File: src/rtl/rpe_pkg.sv
// Package for the rudder plant Euler step: constants, water torque table, helpers.
// No dependencies.
`timescale 1ns / 1ps
package rpe_pkg;

    localparam int TablePoints = 25;
    localparam int DataW       = 32;
    localparam int CfgW        = 32;
    localparam int CfgIdxW     = 3;

    localparam logic [CfgIdxW-1:0] CFG_SAMPLE_TIME   = 3'd0;
    localparam logic [CfgIdxW-1:0] CFG_INERTIA       = 3'd1;
    localparam logic [CfgIdxW-1:0] CFG_LEVER_ARM     = 3'd2;
    localparam logic [CfgIdxW-1:0] CFG_WATER_SPEED   = 3'd3;
    localparam logic [CfgIdxW-1:0] CFG_WATER_HEADING = 3'd4;

    localparam logic [30:0] SampleTimeRst = 31'd6554;
    localparam logic [30:0] InertiaRst    = 31'd268042240;
    localparam logic signed [31:0] LeverArmRst = 32'sd201851;

    localparam logic signed [31:0] KDampSq  = 32'sd279511040;
    localparam logic signed [31:0] KDampLin = 32'sd865075;

    function automatic logic signed [31:0] torque_tab(input logic [4:0] idx);
        logic signed [31:0] v;
        case (idx)
            5'd0:  v = 32'sd0;
            5'd1:  v = -32'sd871629;
            5'd2:  v = -32'sd6488064;
            5'd3:  v = -32'sd9456845;
            5'd4:  v = -32'sd12301107;
            5'd5:  v = -32'sd7864320;
            5'd6:  v = -32'sd5328077;
            5'd7:  v = -32'sd2129920;
            5'd8:  v = 32'sd2215117;
            5'd9:  v = 32'sd1251738;
            5'd10: v = 32'sd583270;
            5'd11: v = -32'sd471859;
            5'd12: v = 32'sd0;
            5'd13: v = -32'sd471859;
            5'd14: v = 32'sd583270;
            5'd15: v = 32'sd1251738;
            5'd16: v = 32'sd2215117;
            5'd17: v = -32'sd2129920;
            5'd18: v = -32'sd5328077;
            5'd19: v = -32'sd7864320;
            5'd20: v = -32'sd12301107;
            5'd21: v = -32'sd9456845;
            5'd22: v = -32'sd6488064;
            5'd23: v = -32'sd871629;
            default: v = 32'sd0;
        endcase
        return v;
    endfunction

endpackage

File: src/rtl/rpe_mul.sv
// Bit-serial signed multiplier with a shifting operand register, optional rounded
// right shift by 16 and saturation to 32 bits. Depends on rpe_pkg.
`timescale 1ns / 1ps
module rpe_mul (
    input  logic               i_clk,
    input  logic               i_rst_n,
    input  logic               i_start,
    input  logic signed [31:0] i_a,
    input  logic signed [31:0] i_b,
    input  logic               i_shift,   // 1: divide by 2^16 rounded half away
    output logic               o_done,
    output logic signed [31:0] o_p,
    output logic               o_sat
);
    import rpe_pkg::*;

    logic        r_busy, n_busy;
    logic [5:0]  r_cnt, n_cnt;
    logic [31:0] r_mb, n_mb;        // magnitude of b, shifted right each cycle
    logic [63:0] r_ma, n_ma;        // magnitude of a, shifted left each cycle
    logic [63:0] r_acc, n_acc;
    logic        r_neg, n_neg;
    logic        r_done, n_done;
    logic signed [31:0] r_p, n_p;
    logic        r_sat, n_sat;

    logic [63:0] w_t;
    logic [48:0] w_q;

    always_comb begin
        n_busy = r_busy; n_cnt = r_cnt; n_mb = r_mb; n_ma = r_ma;
        n_acc = r_acc; n_neg = r_neg; n_done = 1'b0; n_p = r_p; n_sat = r_sat;
        w_t = i_shift ? (r_acc + 64'd32768) >> 16 : r_acc;
        w_q = (w_t[63:49] != '0) ? {49{1'b1}} : w_t[48:0];
        if (i_start) begin
            n_busy = 1'b1;
            n_cnt  = '0;
            n_ma   = {32'd0, i_a[31] ? 32'(-i_a) : 32'(i_a)};
            n_mb   = i_b[31] ? 32'(-i_b) : 32'(i_b);
            n_acc  = '0;
            n_neg  = i_a[31] ^ i_b[31];
        end else if (r_busy) begin
            if (r_mb[0]) n_acc = r_acc + r_ma;
            n_ma  = {r_ma[62:0], 1'b0};
            n_mb  = {1'b0, r_mb[31:1]};
            n_cnt = r_cnt + 6'd1;
            if (r_cnt == 6'd32) begin
                n_busy = 1'b0;
                n_done = 1'b1;
                n_acc  = r_acc;
                // magnitude is below 2^64 with operands up to 2^31 each
                if (w_q > 49'h7FFFFFFF + {48'd0, r_neg}) begin
                    n_sat = 1'b1;
                    n_p   = r_neg ? 32'sh80000000 : 32'sh7FFFFFFF;
                end else begin
                    n_sat = 1'b0;
                    n_p   = r_neg ? 32'(-w_q[31:0]) : 32'(w_q[31:0]);
                end
            end
        end
    end

    always_ff @(posedge i_clk) begin
        if (!i_rst_n) begin
            r_busy <= 1'b0; r_done <= 1'b0; r_cnt <= '0;
        end else begin
            r_busy <= n_busy; r_done <= n_done; r_cnt <= n_cnt;
        end
        r_mb <= n_mb; r_ma <= n_ma; r_acc <= n_acc; r_neg <= n_neg;
        r_p <= n_p; r_sat <= n_sat;
    end

    assign o_done = r_done;
    assign o_p    = r_p;
    assign o_sat  = r_sat;
endmodule

File: config.mk
export PLATFORM = sky130hd
export DESIGN_NAME = rpe_mul
export DESIGN_NICKNAME = d
export VERILOG_FILES = /design/src/rtl/rpe_pkg.sv /design/src/rtl/rpe_mul.sv
export SDC_FILE = /design/constraint.sdc
export NUM_CORES = 1
export LEC_CHECK = 0
export ABC_AREA = 1
export ABC_CLOCK_PERIOD_IN_PS = 3300
export BUFFER_PORTS_ARGS = -buffer_cell sky130_fd_sc_hd__buf_2
export CAP_MARGIN = 20
export CELL_PAD_IN_SITES_DETAIL_PLACEMENT = 0
export CELL_PAD_IN_SITES_GLOBAL_PLACEMENT = 1
export CORE_MARGIN = 8
export CORE_UTILIZATION = 25
export DETAILED_ROUTE_END_ITERATION = 8
export PLACE_DENSITY = 0.62
export SETUP_SLACK_MARGIN = 0.02
export SYNTH_ARGS = -nofsm -noshare
export SYNTH_HDL_FRONTEND = slang
export SYNTH_SLANG_ARGS = --single-unit
File: constraint.sdc
create_clock -name i_clk -period 3.3 [get_ports i_clk]
set_input_delay 0.165 -clock i_clk [delete_from_list [all_inputs] [get_ports i_clk]]
set_output_delay 0.165 -clock i_clk [all_outputs]
set_load 0.05 [all_outputs]
**Word-level counts from Yosys, hierarchy flattened**

Index checks and enable logic that the tools add are counted.

- Register bits: 202
- Bits of input ports: 68
- Output and inout bits: 34
- Word-level logic and storage cells: 46

- $add $sub $neg: 7
- $lt $le $gt $ge: 1
- Equality and inequality tests: 1
- Multiplexer cells: 16
- Bitwise operators: 5
- Reduce and logical (&&, ||, !) cells: 6

Operators with widths:

| operator | count |
|---|---|
| 32-bit 2-to-1 mux | 9 |
| 32-bit negator | 3 |
| 64-bit by 16-bit adder with 64-bit output, second input constant | 1 |
| 64-bit adder | 1 |
| 64-bit 2-to-1 mux | 1 |
| 49-bit by 32-bit greater-than comparator with 1-bit output | 1 |
| 49-bit 2-to-1 mux | 1 |
| 31-bit by 1-bit adder with 32-bit output, first input constant | 1 |
| 15-bit nonzero test | 1 |
| 6-bit by 1-bit adder with 6-bit output, second input constant | 1 |
| 6-bit equality test, second input constant | 1 |
| 3-bit AND reduction | 2 |
| 1-bit 2-to-1 mux | 5 |
| 1-bit NOT | 4 |
| 3-bit OR reduction | 1 |
| 2-bit nonzero test | 1 |
| 2-bit OR reduction | 1 |
| 1-bit bitwise XOR | 1 |

**Longest topological paths before layout**

- Word-level depth: 7
- Mapped depth: 28
- Mapped depth without buffers: 27

**Worst setup path before layout**

No wires, ideal clock.

- Kind: reg2reg
- From: register r_acc[16]
- To: register r_p[16], in the netlist o_p[16], data pin
- Library setup time: 0.253 ns
- Arrival: 2.919 ns
- Setup slack: 0.128 ns
- Stages on the path, launching flop included: 22
- Cell sequence: dfxtp_1 > ha_1 > nand2_1 > nor2_2 > nand2_1 > nor2_1 > nand2_1 > nand2_1 > nand3_1 > o21ai_1 > inv_1 > ha_1 > nand2_1 > nor4_1 > nand3_1 > nor3_1 > nand2_1 > nand2_1 > nand2_4 > nand2_4 > buf_4 > nand2_1

- Longest elaborated chain between the ends: 6

RTL lines:

| item | line | source |
|---|---|---|
| start: declaration | rpe_mul.sv:21 | `logic [63:0] r_acc, n_acc;` |
| start signal: assignment | rpe_mul.sv:69 | `r_mb <= n_mb; r_ma <= n_ma; r_acc <= n_acc; r_neg <= n_neg;` |
| 64-bit by 16-bit adder with 64-bit output | rpe_mul.sv:33 | `w_t = i_shift ? (r_acc + 64'd32768) >> 16 : r_acc;` |
| 64-bit 2-to-1 mux * | rpe_mul.sv:33 |  |
| 49-bit 2-to-1 mux * | rpe_mul.sv:34 | `w_q = (w_t[63:49] != '0) ? {49{1'b1}} : w_t[48:0];` |
| 32-bit negator | rpe_mul.sv:57 | `n_p = r_neg ? 32'(-w_q[31:0]) : 32'(w_q[31:0]);` |
| 32-bit 2-to-1 mux | rpe_mul.sv:57 |  |
| 32-bit 2-to-1 mux * | rpe_mul.sv:52 | `if (w_q > 49'h7FFFFFFF + {48'd0, r_neg}) begin` |
| end signal: assignment | rpe_mul.sv:70 | `r_p <= n_p; r_sat <= n_sat;` |
| end: declaration | rpe_mul.sv:24 | `logic signed [31:0] r_p, n_p;` |

Every way passes the cells marked *; elsewhere a longest branch is shown, timed or not.
A chain may end at the register's enable or synchronous reset.

**Final worst setup path**

- From: register r_acc[15]
- To: register r_p[18], in the netlist o_p[18], data pin

Same word-level chain as after synthesis.

==> impl_metrics.ini <==
[sta]
fmax_mhz = 310
final.setup_skew_ns = 0.0275
timing.final.max_slew_violations = 0
final.setup.tns_ns = 0
slew-limit-headroom_pct = 42.9
holdWs_ns = 0.0259
post-route-period-util_pct = 97.9
rsz_0062_raised_after_global_routing = yes
endpoints_failing_setup = 0
layout_min_cycle_time_ns = 3.23
hold_viol = 0
transition_at_the_pin_with_the_smallest_max_transition_slack_ns = 0.848

[power_and_ir_drop]
switching_power_w = 0.00307
netSwitchingFraction_pct = 35.1
power.leakage_nw = 10.1
p_clk_share_pct = 33.8
p_int_w = 0.00566
seq_pwr_share_pct = 34.1
vdd_ir_drop_max_uv = 337
combPwrFrac_pct = 32.1
power_density_mw_per_mm2 = 379

[cells_and_area]
insertedDiodeCount = 0
layout.filler_cells = 7750
finish.instance_area_mm2 = 0.0230
num-nets-final = 3213
utilization_after_layout_pct = 33.1
area_growth_syn_to_layout_pct = 31.7
fraction_of_final_layout_cells_sized_beyond_drive_strength_1_pct = 20.5
finish.cell_count_without_fillers = 4003

[cts]
cts-root-buf = clkbuf_16
inserted_clock_buffers = 26
cts.clk_slew.worst_paths_ns = 0.06
cts.path.max_buffers = 3
cts-htree-levels = 1
clk-insertion-delay-late_ns = 0.58
tritoncts_clock_tree = yes
tritoncts_num_sinks = 202

[global_routing]
grt_overall_usage_pct = 16.8
vias_in_the_first_global_route = 18300
grt_start_max_net_pins = 133
grt_pass1_wl_um = 104000
leftover_overflow_at_the_end_of_global_routing = 0
antenna_found_initial = 0

[setup_path]
slowest_delay_ns = 0.35
timing_worst_setup_path_type = register to register
worstPathCellList = buf_4 -> inv_1 -> nor2_4 -> nand2_4 -> nor2_4 -> nand2_1 -> nand2_1 -> nand3_2 -> nand2_2 -> inv_2 -> ha_4 -> nand2_1 -> nor3_2 -> buf_4 -> nand3_1 -> nor3_2 -> nand2_1 -> nand2_4 -> nand2_8 -> buf_12 -> nand2_8 -> o21ai_1
cp.arrival_ns = 3.54
worstPathMaxFanout = 8
timing.critical_path.to_type = register
critPathRequiredTime_ns = 3.61
cp_common_cell = nand2_1
worst_setup_path_start_kind = register
worst_path_max_delay_cell = dfxtp_2

[synthesis]
leading_area_contributor_after_synthesis = edfxtp_1
postSynthAreaPerCell_um2 = 6.51
cells_after_synthesis = 2684
postSynthRegisterBits = 202
yosysSeqAreaShare_pct = 28.7
yosys-top-cells-area = edfxtp_1 (17%), nand2_1 (13%), dfxtp_1 (12%)
synthesis.yosys.warnings = 0
syn_area_mm2 = 0.0175
synthTopCellsByCount = nand2_1 (628), inv_1 (381), nor2_1 (309)
predominant_post_synthesis_flop_cell = dfxtp_1
synth.net_count = 2854
yosysUniqueCellTypes = 51
synth-edff-count = 98
post-synth-top-area-fraction_pct = 16.8
synth_most_common_cell = nand2_1
ys_async_sr_fraction_pct = 0

[route]
via_count = 18600
drt-total-wl_um = 68700
1st_iter_drt_viols = 1136
drt_pre_antenna_iters = 5
route.detailed.wl_per_inst_um = 17.2
drt_drc_violations_left = 0
antenna_left = 0
vias_per_cell = 4.64

[placement]
dpl.cell_count = 3884
io_buffers = 101
dpl.hpwl_um = 55500
placement.cell_area_mm2 = 0.0207
place_congestion = 0.937

[run]
maxCapViolCount = 0

[die]
design.die.area_mm2 = 0.0786
fp.dieW_um = 280
count_of_boundary_i_o_pins = 102
chipHeight_um = 280
core_area_mm2 = 0.0697
initial_standard_cell_utilization_of_the_core_pct = 25.1
std_cell_rows = 97

[worst_hold_path]
holdCritPathClass = input port to register

[outcome]
run_status = finished, final reports clean
==> flip-flops by register name, summed over array words and instances, names as in the netlist <==
register	cells
o_done	1
o_p	32
o_sat	1
r_acc	64
r_busy	1
r_cnt	6
r_ma	64
r_mb	32
r_neg	1
==> cells by family (layout without fill, tap and decap cells) <==
family                     count (synthesis)  after routing  synth area share, %
muxes                                      1              1                0.129
AOI/OAI and AO/OA                        545            545                 17.2
DFF                                      202            202                 28.7
buffers and inverters                    457            833                 10.2
xor gates and xnor gates                 109            109                 5.46
and+or+nand+nor                         1268           1271                 30.9
adders and majority gates                102            102                 7.34
==> what timing repair did <==
| action | in CTS | in global routing |
|---|---|---|
| cloned | 4 | 0 |
| endpoints found under the hold margin | 43 | 0 |
| endpoints found under the setup margin | 32 | 34 |
| resized for setup | 83 | 142 |
| pin swaps | 25 | 67 |
| hold buffers | 39 | 0 |
| setup buffers | 14 | 16 |
==> final cells by class <==
| type | instances | area (um^2) | area share [%] |
|---|---|---|---|
| clock buffer | 35 | 728 | 3.16 |
| sequential | 202 | 5070 | 22.0 |
| timing repair buffer | 396 | 2980 | 12.9 |
| tap | 940 | 1180 | 5.11 |
| inverter | 389 | 1470 | 6.37 |
| multi-input combinational | 2028 | 11500 | 49.8 |
| clock inverter | 13 | 149 | 0.646 |
==> power groups by stage <==
| stage | clock, W | combinational, W | sequential, W |
|---|---|---|---|
| finish | 0.00295 | 0.00280 | 0.00298 |
| global route | 0.00313 | 0.00310 | 0.00299 |
| CTS | 0.00304 | 0.00263 | 0.00296 |
| detailed placement | 0 | 0.00249 | 0.00301 |
| global placement | 0 | 0.00250 | 0.00301 |
| floorplan | 0 | 0.00148 | 0.00298 |
==> layout by cell type (no fill, tap or decap), drive strengths merged, types with 3 or more instances in the layout <==
master | synthesis | routed
a211oi | 5 | 5
a21boi | 6 | 6
a21o | 18 | 18
a21oi | 180 | 180
a31oi | 16 | 16
and2 | 3 | 3
buf | 22 | 357
clkbuf | 46 | 35
clkinv | 3 | 8
dfxtp | 104 | 104
dlygate4sd3 | 0 | 39
edfxtp | 98 | 98
ha | 101 | 101
inv | 386 | 390
nand2 | 638 | 641
nand3 | 196 | 196
nand3b | 6 | 6
nand4 | 44 | 44
nor2 | 330 | 330
nor3 | 30 | 30
nor4 | 8 | 8
o211ai | 10 | 10
o21a | 11 | 11
o21ai | 241 | 241
o21bai | 19 | 19
o22ai | 32 | 32
or2 | 9 | 9
xnor2 | 32 | 32
xor2 | 77 | 77
==> path summary, 6_finish.rpt <==
| path | start | endpoint | slack, ns | depth (start not counted) |
|---|---|---|---|---|
| worst max-delay path | r_acc[15]$_SDFFE_PP0P_ | o_p[18]$_DFFE_PP_ | 0.07 | 22 |
| worst max register to register | r_acc[15]$_SDFFE_PP0P_ | o_p[18]$_DFFE_PP_ | 0.07 | 22 |
| worst min-delay path | i_b[28] | r_mb[28]$_DFFE_PP_ | 0.03 | 3 |
| worst min register to register | r_ma[60]$_SDFFE_PP0P_ | r_ma[60]$_SDFFE_PP0P_ | 0.49 | 2 |
==> metrics by stage <==
stage / power [W] / setup WS, ns
2_1_floorplan: 0.00445 / 0.128
3_3_place_gp: 0.00551 / -0.139
3_5_place_dp: 0.00550 / -0.192
4_1_cts: 0.00864 / 0.0214
5_1_grt: 0.00922 / -0.109
6_report: 0.00873 / 0.0707
==> metal layers <==
layer  GRT usage [%]  wire length (um)  vias up
met4            5.12              2480        0
met1            23.4             33000     8426
li1                -                 -     9598
met5               0                 0        -
met3            1.86              3090      113
met2            27.0             30200      430
==> critical path: cells and delay by family, from the launching register on <==
kind / cells / cell delay, ns
AOI/OAI and AO/OA: 1 / 0.08
buffers and inverters: 5 / 0.54
adders and majority gates: 1 / 0.26
and+or+nand+nor: 15 / 1.74
DFF: 1 / 0.35
Power figures use the tool's default switching activity.
