==> src/rtl/rpe_pkg.sv <==
// Package for the rudder plant Euler step: constants, water torque table, helpers.
// No dependencies.
`timescale 1ns / 1ps
package rpe_pkg;

    localparam int TablePoints = 25;
    localparam int DataW       = 32;
    localparam int CfgW        = 32;
    localparam int CfgIdxW     = 3;

    localparam logic [CfgIdxW-1:0] CFG_SAMPLE_TIME   = 3'd0;
    localparam logic [CfgIdxW-1:0] CFG_INERTIA       = 3'd1;
    localparam logic [CfgIdxW-1:0] CFG_LEVER_ARM     = 3'd2;
    localparam logic [CfgIdxW-1:0] CFG_WATER_SPEED   = 3'd3;
    localparam logic [CfgIdxW-1:0] CFG_WATER_HEADING = 3'd4;

    localparam logic [30:0] SampleTimeRst = 31'd6554;
    localparam logic [30:0] InertiaRst    = 31'd268042240;
    localparam logic signed [31:0] LeverArmRst = 32'sd201851;

    localparam logic signed [31:0] KDampSq  = 32'sd279511040;
    localparam logic signed [31:0] KDampLin = 32'sd865075;

    function automatic logic signed [31:0] torque_tab(input logic [4:0] idx);
        logic signed [31:0] v;
        case (idx)
            5'd0:  v = 32'sd0;
            5'd1:  v = -32'sd871629;
            5'd2:  v = -32'sd6488064;
            5'd3:  v = -32'sd9456845;
            5'd4:  v = -32'sd12301107;
            5'd5:  v = -32'sd7864320;
            5'd6:  v = -32'sd5328077;
            5'd7:  v = -32'sd2129920;
            5'd8:  v = 32'sd2215117;
            5'd9:  v = 32'sd1251738;
            5'd10: v = 32'sd583270;
            5'd11: v = -32'sd471859;
            5'd12: v = 32'sd0;
            5'd13: v = -32'sd471859;
            5'd14: v = 32'sd583270;
            5'd15: v = 32'sd1251738;
            5'd16: v = 32'sd2215117;
            5'd17: v = -32'sd2129920;
            5'd18: v = -32'sd5328077;
            5'd19: v = -32'sd7864320;
            5'd20: v = -32'sd12301107;
            5'd21: v = -32'sd9456845;
            5'd22: v = -32'sd6488064;
            5'd23: v = -32'sd871629;
            default: v = 32'sd0;
        endcase
        return v;
    endfunction

endpackage

==> src/rtl/rpe_div.sv <==
// Restoring divider, one quotient bit per cycle, rounded half away from zero,
// saturated to 32 bits. Depends on rpe_pkg.
`timescale 1ns / 1ps
module rpe_div (
    input  logic               i_clk,
    input  logic               i_rst_n,
    input  logic               i_start,
    input  logic signed [63:0] i_num,
    input  logic [30:0]        i_den,
    output logic               o_done,
    output logic signed [31:0] o_q,
    output logic               o_sat
);
    import rpe_pkg::*;

    logic        r_busy;
    logic [6:0]  r_cnt;
    logic [63:0] r_num;
    logic [31:0] r_den;
    logic [32:0] r_rem;
    logic [63:0] r_quo;
    logic        r_neg, r_done, r_sat;
    logic signed [31:0] r_q;

    logic [32:0] w_try;
    logic [63:0] w_rq;

    always_comb begin
        w_try = {r_rem[31:0], r_num[63]} - {1'b0, r_den};
        // round: add one when twice the remainder reaches the divisor
        w_rq  = r_quo + (({r_rem, 1'b0} >= {2'b0, r_den}) ? 64'd1 : 64'd0);
    end

    always_ff @(posedge i_clk) begin
        if (!i_rst_n) begin
            r_busy <= 1'b0; r_done <= 1'b0; r_cnt <= '0;
        end else begin
            r_done <= 1'b0;
            if (i_start) begin
                r_busy <= 1'b1; r_cnt <= '0;
            end else if (r_busy) begin
                r_cnt <= r_cnt + 7'd1;
                if (r_cnt == 7'd64) begin
                    r_busy <= 1'b0; r_done <= 1'b1;
                end
            end
        end
        if (i_start) begin
            r_num <= i_num[63] ? 64'(-i_num) : 64'(i_num);
            r_den <= (i_den == '0) ? 32'd1 : {1'b0, i_den};
            r_rem <= '0;
            r_quo <= '0;
            r_neg <= i_num[63];
        end else if (r_busy && r_cnt != 7'd64) begin
            r_num <= {r_num[62:0], 1'b0};
            if (!w_try[32]) begin
                r_rem <= w_try;
                r_quo <= {r_quo[62:0], 1'b1};
            end else begin
                r_rem <= {r_rem[31:0], r_num[63]};
                r_quo <= {r_quo[62:0], 1'b0};
            end
        end else if (r_busy) begin
            if (w_rq > 64'h7FFFFFFF + {63'd0, r_neg}) begin
                r_sat <= 1'b1;
                r_q   <= r_neg ? 32'sh80000000 : 32'sh7FFFFFFF;
            end else begin
                r_sat <= 1'b0;
                r_q   <= r_neg ? 32'(-w_rq[31:0]) : 32'(w_rq[31:0]);
            end
        end
    end

    assign o_done = r_done;
    assign o_q    = r_q;
    assign o_sat  = r_sat;
endmodule

==> config.mk <==
export PLATFORM = sky130hd
export DESIGN_NAME = rpe_div
export DESIGN_NICKNAME = d
export VERILOG_FILES = /design/src/rtl/rpe_pkg.sv /design/src/rtl/rpe_div.sv
export SDC_FILE = /design/constraint.sdc
export NUM_CORES = 1
export LEC_CHECK = 0
export BUFFER_PORTS_ARGS = -buffer_cell sky130_fd_sc_hd__buf_2
export CAP_MARGIN = 20
export CORE_UTILIZATION = 40
export DETAILED_ROUTE_END_ITERATION = 8
export GPL_TIMING_DRIVEN = 0
export HOLD_SLACK_MARGIN = 0.15
export SLEW_MARGIN = 30
export SYNTH_ARGS = -nofsm -noshare
export SYNTH_HDL_FRONTEND = slang
export SYNTH_SLANG_ARGS = --single-unit
==> constraint.sdc <==
create_clock -name i_clk -period 11.4 [get_ports i_clk]
set_input_delay 1.14 -clock i_clk [delete_from_list [all_inputs] [get_ports i_clk]]
set_output_delay 1.14 -clock i_clk [all_outputs]
set_load 0.01 [all_outputs]
Yosys cells after proc, flatten, opt, wreduce, memory -nomap -nowiden --
Cells that the tools add are included.
Storage, ports and cells: output and inout port bits 34, word-level logic and storage cells 45, register bits after elaboration 236
Operators by class: add/subtract/negate cells 6, order comparisons 2, reduce and logical (&&, ||, !) cells 6, equality and inequality tests 2, muxes and demuxes 14, bitwise gates (word level) 4
Operator list (count):
- two-way mux 64 bit | 3
- two-way mux 32 bit | 3
- adder 64 x 1 -> 64 bit | 1
- > comparator 64 x 32 -> 1 bit | 1
- negation 64 bit | 1
- >= comparator 34 x 32 -> 1 bit | 1
- two-way mux 33 bit | 1
- subtractor 33 x 32 -> 33 bit | 1
- adder 31 x 1 -> 32 bit, first input constant | 1
- negation 32 bit | 1
- logical NOT 31 bit | 1
- adder 7 x 1 -> 7 bit, second input constant | 1
- == test 7 bit, second input constant | 1
- two-way mux 1 bit | 7
- inequality test 7 bit, second input constant | 1
- NOT 1 bit | 4
- AND reduction 3 bit | 1
- OR reduction 3 bit | 1
- nonzero test 2 bit | 1
- OR reduction 2 bit | 1
- logical AND 1 bit | 1

Logic depth before layout (Yosys ltp) --
Gate-level depths: netlist (run 1).
word-level depth 6, mapped depth 34, gate-level depth less buffers 30

Least setup slack after synthesis (run 1) --
OpenSTA, ideal clock, no wires.
path type flip-flop to flip-flop, start register r_den[4], end register r_q[23], in the netlist o_q[23], data pin, period minus slack after synthesis 6.588 ns, buffers on the path 5, required time 11.144 ns, stages on the path, launching flop included 34, arrival 6.331 ns, setup slack 4.812 ns, cells stage by stage edfxtp_1 > inv_1 > ha_1 > clkbuf_1 > a21oi_1 > nand2_1 > a21o_1 > a21oi_1 > nor2b_1 > o311ai_0 > a21oi_1 > o211ai_1 > a21oi_1 > ha_1 > ha_1 > buf_2 > and4_1 > clkbuf_1 > nand2_1 > buf_1 > nor3_1 > xnor2_1 > inv_1 > ha_1 > nand4_1 > nor3_1 > a221o_1 > a211o_1 > a22oi_1 > o2111ai_1 > nor4_1 > clkbuf_1 > nand3_1 > a22o_1
Between the ends: longest elaborated chain between the ends 6
Ends and longest elaborated chain:
- start: declaration | line rpe_div.sv:19 | logic [31:0] r_den;
- start signal: assignment | line rpe_div.sv:50 | r_den <= (i_den == '0) ? 32'd1 : {1'b0, i_den};
- >= comparator 34 x 32 -> 1 bit (*) | line rpe_div.sv:31 | w_rq = r_quo + (({r_rem, 1'b0} >= {2'b0, r_den}) ? 64'd1 : 64'd0);
- two-way mux 1 bit (*) | line rpe_div.sv:31
- adder 64 x 1 -> 64 bit (*) | line rpe_div.sv:31
- negation 32 bit | line rpe_div.sv:69 | r_q <= r_neg ? 32'(-w_rq[31:0]) : 32'(w_rq[31:0]);
- two-way mux 32 bit | line rpe_div.sv:69
- two-way mux 32 bit (*) | line rpe_div.sv:64 | if (w_rq > 64'h7FFFFFFF + {63'd0, r_neg}) begin
- end signal: assignment | line rpe_div.sv:66 | r_q <= r_neg ? 32'sh80000000 : 32'sh7FFFFFFF;
- end signal: assignment | line rpe_div.sv:69
- end: declaration | line rpe_div.sv:23 | logic signed [31:0] r_q;
Every way passes the cells marked *; elsewhere a longest branch is shown, timed or not. A chain may end at the register's enable or synchronous reset.

Worst setup path after layout (run 1) --
start register r_rem[3], end register r_q[31], in the netlist o_q[31], data pin
Between the ends: longest elaborated chain between the ends 6
Ends and longest elaborated chain:
- start: declaration | line rpe_div.sv:20 | logic [32:0] r_rem;
- start signal: assignment | line rpe_div.sv:57 | r_rem <= w_try;
- start signal: assignment | line rpe_div.sv:60 | r_rem <= {r_rem[31:0], r_num[63]};
- >= comparator 34 x 32 -> 1 bit (*) | line rpe_div.sv:31
- two-way mux 1 bit (*) | line rpe_div.sv:31
- adder 64 x 1 -> 64 bit (*) | line rpe_div.sv:31
- negation 32 bit | line rpe_div.sv:69
- two-way mux 32 bit | line rpe_div.sv:69
- two-way mux 32 bit (*) | line rpe_div.sv:64
Marked as above.

==> results of run 1 <==
[registers in the layout, indices dropped and copies added, names as in the netlist]
register and count:
o_done 1, o_q 32, o_sat 1, r_busy 1, r_cnt 7, r_den 31
r_neg 1, r_num 64, r_quo 64, r_rem 33
[layout make-up]
class / instances / share of cell area, %
antenna: 1 / 0.0144
buffer: 132 / 2.92
clock buffer: 42 / 4.60
clock inverter: 10 / 0.266
inverter: 84 / 1.83
multi-input combinational: 1253 / 48.0
sequential: 235 / 34.5
tap: 504 / 3.63
timing repair buffer: 137 / 4.28
[cell families (layout without fill, tap and decap cells)]
group / count (synthesis) / count (layout) / synth area share [%]
simple gates: 563 / 563 / 19.1
compound gates: 450 / 450 / 19.8
flops: 235 / 235 / 39.6
buf+inv: 216 / 405 / 5.43
xor+xnor: 133 / 133 / 7.70
fa+ha+maj: 71 / 71 / 5.92
mux: 36 / 36 / 2.43
other cells: 0 / 1 / 0
[metal layers]
| layer | GRT usage (%) | vias up | share of wire (%) |
|---|---|---|---|
| li1 | - | 6661 | - |
| met1 | 27.3 | 6205 | 46 |
| met2 | 35.2 | 346 | 46 |
| met3 | 3.61 | 78 | 5.4 |
| met4 | 6.86 | 6 | 2.7 |
| met5 | 0 | - | 0.092 |
[critical path, delay by kind of cell, from the launching register on]
family	cells	cell delay (ns)
flops	1	0.40
buf+inv	6	1.60
simple gates	9	1.82
xor+xnor	1	0.49
compound gates	12	2.57
fa+ha+maj	4	1.05
[layout by cell type (no fill, tap or decap), types with 70 or more instances in the layout]
| master | count |
|---|---|
| clkbuf_1 | 134 |
| inv_1 | 82 |
| edfxtp_1 | 129 |
| nand3_1 | 83 |
| dfxtp_1 | 106 |
| buf_2 | 133 |
| xor2_1 | 84 |
| nand2_1 | 126 |
| o21ai_0 | 103 |
| a21oi_1 | 114 |
| nor2_1 | 103 |
| a22o_1 | 76 |
| ha_1 | 70 |
[power breakdown]
group	internal (mW)	switching, mW
registers	0.936	0.0125
logic	0.0733	0.127
clock network	0.482	0.354
total	1.49	0.494
[path summary, 6_finish.rpt]
kind                    startpoint                     to  depth (start not counted)
max          r_rem[3]$_SDFFE_PP0P_      o_q[31]$_DFFE_PP_                         32
max reg2reg  r_rem[3]$_SDFFE_PP0P_      o_q[31]$_DFFE_PP_                         32
min          r_quo[0]$_SDFFE_PP0P_  r_quo[0]$_SDFFE_PP0P_                          2
min reg2reg  r_quo[0]$_SDFFE_PP0P_  r_quo[0]$_SDFFE_PP0P_                          2
==> results_dict.tcl, run 1 <==
set metrics [dict create \
    die_height_microns 197 \
    worst_slack_ns 3.17 \
    overflow 0 \
    num_rows 70 \
    path_class "flop to flop" \
    finalSetupTns_ns 0 \
    drt_iter0_markers 915 \
    dieArea_sq_um 38600 \
    numPlacedInstances 2345 \
    grt_first_pass_wirelength_microns 66600 \
    arrival_ns 8.50 \
    max_cap_viol_count 0 \
    cts_sinks 235 \
    yosysUniqueCellTypes 70 \
    avgSynthCellArea_sq_um 8.88 \
    ctsLongestPathBuffers 3 \
    hold_viol 0 \
    synth_cells 1704 \
    grt_max_degree 53 \
    io_pins 132 \
    wirelength_microns 40000 \
    cts_root_buffer "clkbuf_16" \
    dpl_worst_slack_ns 3.32 \
    cpPeakStageDelay_ns 0.67 \
    ant_nets 0 \
    ys_seq_area_share_pct 39.6 \
    fin_skew_ns 0.0143 \
    grt_use_total_pct 20.9 \
    yosys_warnings 0 \
    synth_common_cells "129 x edfxtp_1, 126 x nand2_1, 123 x clkbuf_1" \
    core_sq_um 37000 \
    fmax_mhz 122 \
    cts_tree "done" \
    hold_buffers 0 \
    r2r_slack_ns 3.17 \
    area_growth_pct 14.8 \
    n_fill_cell 3666 \
    status "finished clean" \
    finalInstanceArea_sq_um 17400 \
    yosysMostFrequentCell "edfxtp_1" \
    period_share_pct 72.2 \
    ys.flop_type "edfxtp_1" \
    synth_top_area_cell "edfxtp_1" \
    synth_nets 1873 \
    relSlewSlack_pct 40.9 \
    viasPerCell 5.54 \
    slew_violations 0 \
    start_util_pct 41.0 \
    grt_pass1_vias 13144 \
    insertion_delay_ns 0.56 \
    synthArstFlopShare_pct 0 \
    cp-start-kind "flop" \
    crit_path_top_delay_cell "nor4_2" \
    fin_hold_ws_ns 0.466 \
    worst_slew_pin_slew_ns 0.887 \
    gp_congestion 0.911 \
    hp-class "flop to flop" \
    power.total_mw 1.99 \
    drc 0 \
    final_cells 2398 \
    antenna_found_initial 4 \
    drt-wirelength-per-cell_microns 16.7 \
    clkTransAtPathRegs_ns 0.06 \
    finalSetupViolCount 0 \
    h-tree-depth 1 \
    vias 13296 \
    period_minus_slack_ns 8.23 \
    cp-end-kind "flop" \
    power_density_nw_per_um2 114 \
    power_leakage_nw 7.18 \
    ys_ff_latch 235 \
    syn_area_sq_um 15100 \
    first_pass_iters 5 \
    post_cts_resized 0 \
    die_w_microns 197 \
    rsz0062_at_grt "no" \
    cp.required_ns 11.67 \
    regArea_sq_um 6000 \
    critPathMostFrequentCell "a21oi_1" \
    synth_edf_count 129 \
    dpl-instance-area_sq_um 16500 \
    ir_drop_mv 0.0914 \
    layout-drive-gt1-share_pct 11.0 \
    synth_area_leaders "edfxtp_1 26%, dfxtp_1 14%, ha_1 5.8%" \
    fin_util_pct 47.0 \
    post_cts_buffers 0 \
    crit_fanout 10 \
    cts_inserted_buffers 28 \
    portBuffers 131 \
    multiInputGateArea_sq_um 8340 \
    nNetsFinal 2040 \
    dp_hpwl_microns 29900 \
    yosysTopAreaCellShare_pct 25.6 \
]
Power figures use the tool's default switching activity.
==> inputs of run 2 (changes only) <==
clock period = 7.3 ns   (was 11.4 ns; I/O delays follow)
==> run 2 against run 1 <==
  * Die area is the same
  * Combinational power is 56% higher
  * Critical path depth shrank 1
  * Total power grew 56%
  * Via count about the same
  * Wire length is 0.40% higher
  * Sequential cell count unchanged
  * Clock power is 57% higher
  * Global-route usage barely moved
  * Register-to-register slack got worse by 2.7 ns
  * Clock skew is essentially flat
  * Critical path type unchanged
  * Largest power group unchanged
==> results_dict.tcl, run 2 (same netlist as run 1, synthesis figures left out) <==
set metrics [dict create \
    grtUsageMet1_pct 27.2 \
    ant_nets 0 \
    grt_pass1_vias 13181 \
    status "finished clean" \
    drc 0 \
    path_class "flop to flop" \
    biggestRegsByFlops "r_num x64, r_quo x64, r_rem x33" \
    fin_util_pct 47.5 \
    period_share_pct 93.0 \
    crit_path_top_delay_cell "or3_1" \
    arrival_ns 7.09 \
    layout_commonest_cell "buf_2" \
    worst_slew_pin_slew_ns 0.891 \
    swShare_pct 24.9 \
    power_density_nw_per_um2 177 \
    area_growth_pct 15.9 \
    nNetsFinal 2046 \
    combPwrFrac_pct 10.1 \
    dieArea_sq_um 38600 \
    insertion_delay_ns 0.56 \
    die_height_microns 197 \
    crit_fanout 10 \
    drt-wirelength-per-cell_microns 16.7 \
    grt-busiest-layer "met2" \
    ir_drop_mv 0.142 \
    grt_first_pass_wirelength_microns 66700 \
    cts_inserted_buffers 28 \
    path_delay_family "simple AND/OR/NAND/NOR gates" \
    seq_power_share_pct 47.8 \
    finalSetupTns_ns 0 \
    met2_usage_pct 35.2 \
    hp-class "input port to flop" \
    ctsLongestPathBuffers 3 \
    max_cap_viol_count 0 \
    viasPerCell 5.53 \
    cts_root_buffer "clkbuf_16" \
    cpPeakStageDelay_ns 0.46 \
    met3_usage_pct 3.70 \
    dp_hpwl_microns 29900 \
    relSlewSlack_pct 40.6 \
    io_pins 132 \
    cp-end-kind "flop" \
    h-tree-depth 1 \
    layout-drive-gt1-share_pct 12.6 \
    num_rows 70 \
    slew_violations 0 \
    final_cell_mix "133 x buf_2, 129 x edfxtp_1, 128 x clkbuf_1" \
    core_sq_um 37000 \
    grt_use_total_pct 21.0 \
    portBuffers 131 \
    clockPowerShare_pct 42.1 \
    p_switching_mw 0.773 \
    rsz0062_at_grt "no" \
    period_minus_slack_ns 6.79 \
    die_w_microns 197 \
    fin_skew_ns 0.0146 \
    first_pass_iters 5 \
    antenna_found_initial 4 \
    vias 13290 \
    cts_sinks 235 \
    crit_buf_inv 4 \
    cp.required_ns 7.60 \
    cts_tree "done" \
    grt_max_degree 53 \
    finalSetupViolCount 0 \
    cp-start-kind "flop" \
    final_cells 2404 \
    drt_iter0_markers 850 \
    gp_congestion 0.911 \
    hold_viol 0 \
    internal_power_mw 2.33 \
    fmax_mhz 147 \
    numPlacedInstances 2345 \
    wirelength_microns 40200 \
    start_util_pct 41.0 \
    overflow 0 \
    power_leakage_nw 7.23 \
    clkTransAtPathRegs_ns 0.06 \
]
==> run 2: changes by cell type in the layout (fill, tap and decap cells not counted), sizes merged <==
| cell | before | now |
|---|---|---|
| buf | 145 | 152 |
| clkbuf | 166 | 165 |
==> run 2: per-layer routing <==
metal	up-vias	share of wire, %	routed length (microns)
li1	6665	-	-
met1	6203	46	18300
met2	337	46	18500
met3	79	5.5	2210
met4	6	2.7	1070
met5	-	0.092	37
==> run 2: power by group through the flow <==
| stage | clock, mW | combinational (mW) | sequential, mW |
|---|---|---|---|
| 2_1_floorplan | 0 | 0.196 | 1.51 |
| 3_3_place_gp | 0 | 0.299 | 1.51 |
| 3_5_place_dp | 0 | 0.312 | 1.51 |
| 4_1_cts | 1.34 | 0.314 | 1.48 |
| 5_1_grt | 1.39 | 0.354 | 1.49 |
| 6_report | 1.31 | 0.314 | 1.48 |
==> run 2: repair_timing <==
item	4_1_cts	5_1_grt
buffers inserted	2	6
pin swaps	2	5
resized for setup	11	15
endpoints found under the setup margin	33	33
hold buffers	0	0
==> run 2: per-stage QoR <==
stage	area, sq um	power, mW	hold WS [ns]	setup WS [ns]
final	17500	3.10	0.438	0.512
after global routing	17500	3.24	0.435	0.0107
after CTS	17400	3.14	0.407	0.0494
after detailed placement	16500	1.82	0.462	-0.778
after global placement	16400	1.81	0.457	-1.10
after floorplan	15100	1.70	0.439	0.712
==> run 2: path summary, 6_finish.rpt <==
path,startpoint,endpoint,slack (ns),cells past startpoint
worst max register to register,r_rem[3]$_SDFFE_PP0P_,o_q[25]$_DFFE_PP_,0.51,31
worst min-delay path,i_den[25],r_den[25]$_SDFFCE_PN0P_,0.44,2
worst max-delay path,r_rem[3]$_SDFFE_PP0P_,o_q[25]$_DFFE_PP_,0.51,31
worst min register to register,r_quo[0]$_SDFFE_PP0P_,r_quo[0]$_SDFFE_PP0P_,0.47,2
==> run 2: worst register-to-register path, delay by kind of cell, from the launching register on <==
| kind | cells | cell delay (ns) |
|---|---|---|
| flops | 1 | 0.35 |
| buf+inv | 4 | 0.70 |
| simple gates | 11 | 2.13 |
| fa+ha+maj | 4 | 1.13 |
| xor+xnor | 1 | 0.15 |
| compound gates | 11 | 2.08 |
==> run 2: layout make-up <==
class | instances | area [sq um]
clock buffers | 42 | 800
clock inverters | 10 | 46.3
plain buffers | 130 | 508
repair buffers | 145 | 805
fillers | 3653 | 19400
flip-flops and latches | 235 | 6000
multi-input cells | 1253 | 8440
diodes | 1 | 2.50
inverters | 84 | 318
well taps | 504 | 631
==> inputs of run 3 (changes only) <==
==> constraint.sdc (replaced) <==
create_clock -name i_clk -period 7.3 [get_ports i_clk]
set_input_delay 0.365 -clock i_clk [delete_from_list [all_inputs] [get_ports i_clk]]
set_output_delay 0.365 -clock i_clk [all_outputs]
set_load 0.05 [all_outputs]
==> run 3 against run 2 <==
  * Sequential cell count is the same
  * Wire length grew 1.4%
  * Cell area grew 2.0%
  * Sequential power is essentially flat
  * Largest power group unchanged
  * Register-to-register slack gained 0.02 ns
  * Worst setup slack gained 0.017 ns
  * Worst hold slack lost 0.22 ns
==> results_dict.tcl, run 3 (same netlist as run 1, synthesis figures left out) <==
set metrics [dict create \
    cts_tree "done" \
    final_cell_mix "133 x buf_2, 129 x edfxtp_1, 128 x clkbuf_1" \
    area_growth_pct 18.2 \
    period_minus_slack_ns 6.77 \
    cts_sinks 235 \
    worst_slew_pin_slew_ns 0.891 \
    antenna_found_initial 4 \
    fmax_mhz 148 \
    die_height_microns 197 \
    portBuffers 131 \
    hold_viol 0 \
    final_cells 2441 \
    start_util_pct 41.0 \
    num_rows 70 \
    ir_drop_mv 0.143 \
    r2r-end "o_q[25]$_DFFE_PP_" \
    relSlewSlack_pct 40.6 \
    viasPerCell 5.52 \
    max_cap_viol_count 0 \
    slew_violations 0 \
    crit_path_top_delay_cell "or3_1" \
    h-tree-depth 1 \
    layout-drive-gt1-share_pct 12.4 \
    ctsLongestPathBuffers 3 \
    hold_start "i_num[15]" \
    drc 0 \
    wirelength_microns 40700 \
    first_pass_iters 5 \
    clockPowerShare_pct 41.9 \
    r2r_slack_ns 0.53 \
    swShare_pct 24.9 \
    rsz0062_at_grt "no" \
    cpPeakStageDelay_ns 0.46 \
    dp_hpwl_microns 29900 \
    internal_power_mw 2.34 \
    cp.required_ns 7.60 \
    gp_congestion 0.911 \
    cp-start-kind "flop" \
    power.total_mw 3.12 \
    numPlacedInstances 2345 \
    ant_nets 0 \
    layout_commonest_cell "buf_2" \
    drt_iter0_markers 847 \
    fin_util_pct 48.4 \
    fin_skew_ns 0.0132 \
    grt_max_degree 53 \
    cp-end-kind "flop" \
    finalSetupViolCount 0 \
    core_sq_um 37000 \
    crit_fanout 10 \
    fin_hold_ws_ns 0.219 \
    die_w_microns 197 \
    power_leakage_nw 7.37 \
    insertion_delay_ns 0.55 \
    drt-wirelength-per-cell_microns 16.7 \
    r2r_cells 31 \
    combPwrFrac_pct 10.6 \
    grt_pass1_vias 13323 \
    power_density_nw_per_um2 174 \
    seq_power_share_pct 47.5 \
    arrival_ns 7.07 \
    period_share_pct 92.7 \
    grt_use_total_pct 21.2 \
    cts_root_buffer "clkbuf_16" \
    finalSetupTns_ns 0 \
    timing.rr.start "r_rem[3]$_SDFFE_PP0P_" \
    min_path_cells 3 \
    dieArea_sq_um 38600 \
    status "finished clean" \
    overflow 0 \
    path_class "flop to flop" \
    vias 13486 \
    io_pins 132 \
    clkTransAtPathRegs_ns 0.06 \
    hp-class "input port to flop" \
    p_switching_mw 0.777 \
    nNetsFinal 2080 \
    grt_first_pass_wirelength_microns 67300 \
    cts_inserted_buffers 28 \
    whs_endpoint "r_num[15]$_DFFE_PP_" \
    biggestRegsByFlops "r_num x64, r_quo x64, r_rem x33" \
]
run 3: timing repair:
| action | in CTS | in global routing |
|---|---|---|
| pin swaps | 2 | 5 |
| resized for setup | 11 | 15 |
| buffers inserted | 2 | 6 |
| hold endpoints to repair | 35 | 0 |
| hold buffers | 34 | 0 |
| setup endpoints to repair | 33 | 33 |
run 3: how the worst max path moves through the flow:
stage | from | to | slack (ns) | depth (start not counted)
after floorplan | r_den[4]$_SDFFCE_PN0P_ | o_q[23]$_DFFE_PP_ | 0.71 | 33
after global placement | r_rem[3]$_SDFFE_PP0P_ | o_q[1]$_DFFE_PP_ | -1.10 | 31
after detailed placement | r_den[4]$_SDFFCE_PN0P_ | o_q[1]$_DFFE_PP_ | -0.78 | 33
after CTS | r_den[4]$_SDFFCE_PN0P_ | o_q[25]$_DFFE_PP_ | 0.05 | 33
after global routing | r_rem[3]$_SDFFE_PP0P_ | o_q[2]$_DFFE_PP_ | 0.01 | 32
final | r_rem[3]$_SDFFE_PP0P_ | o_q[25]$_DFFE_PP_ | 0.53 | 31
run 3: final cells by class:
cell class / instances / area (sq um)
fillers: 3632 / 19100
multi-input cells: 1253 / 8440
flip-flops and latches: 235 / 6000
repair buffers: 179 / 1140
clock buffers: 42 / 800
well taps: 504 / 631
plain buffers: 130 / 508
inverters: 84 / 318
clock inverters: 10 / 46.3
diodes: 4 / 10.0
run 3: power by group through the flow:
| stage | Clock, mW | Combinational, mW | Sequential [mW] |
|---|---|---|---|
| finish | 1.31 | 0.329 | 1.48 |
| global route | 1.39 | 0.370 | 1.49 |
| CTS | 1.34 | 0.328 | 1.48 |
| detailed placement | 0 | 0.312 | 1.51 |
| global placement | 0 | 0.299 | 1.51 |
| floorplan | 0 | 0.196 | 1.51 |
run 3: layer usage:
metal  track usage [%]  wire (microns)  vias to the layer above
li1                  -               -                     6740
met1              27.4           18600                     6317
met2              35.9           18900                      357
met3              3.42            2160                       72
met4              6.89            1050                        0
met5                 0               0                        -
run 3: through the flow:
stage	cell area [sq um]	setup WS [ns]
2_1_floorplan	15100	0.712
3_3_place_gp	16400	-1.10
3_5_place_dp	16500	-0.778
4_1_cts	17800	0.0494
5_1_grt	17900	0.0107
6_report	17900	0.530
run 3: critical path, delay by kind of cell (launching register included):
family          cells  cell delay [ns]
xor+xnor            1             0.15
fa+ha+maj           4             1.12
buf+inv             4             0.69
simple gates       11             2.11
compound gates     11             2.06
flops               1             0.35
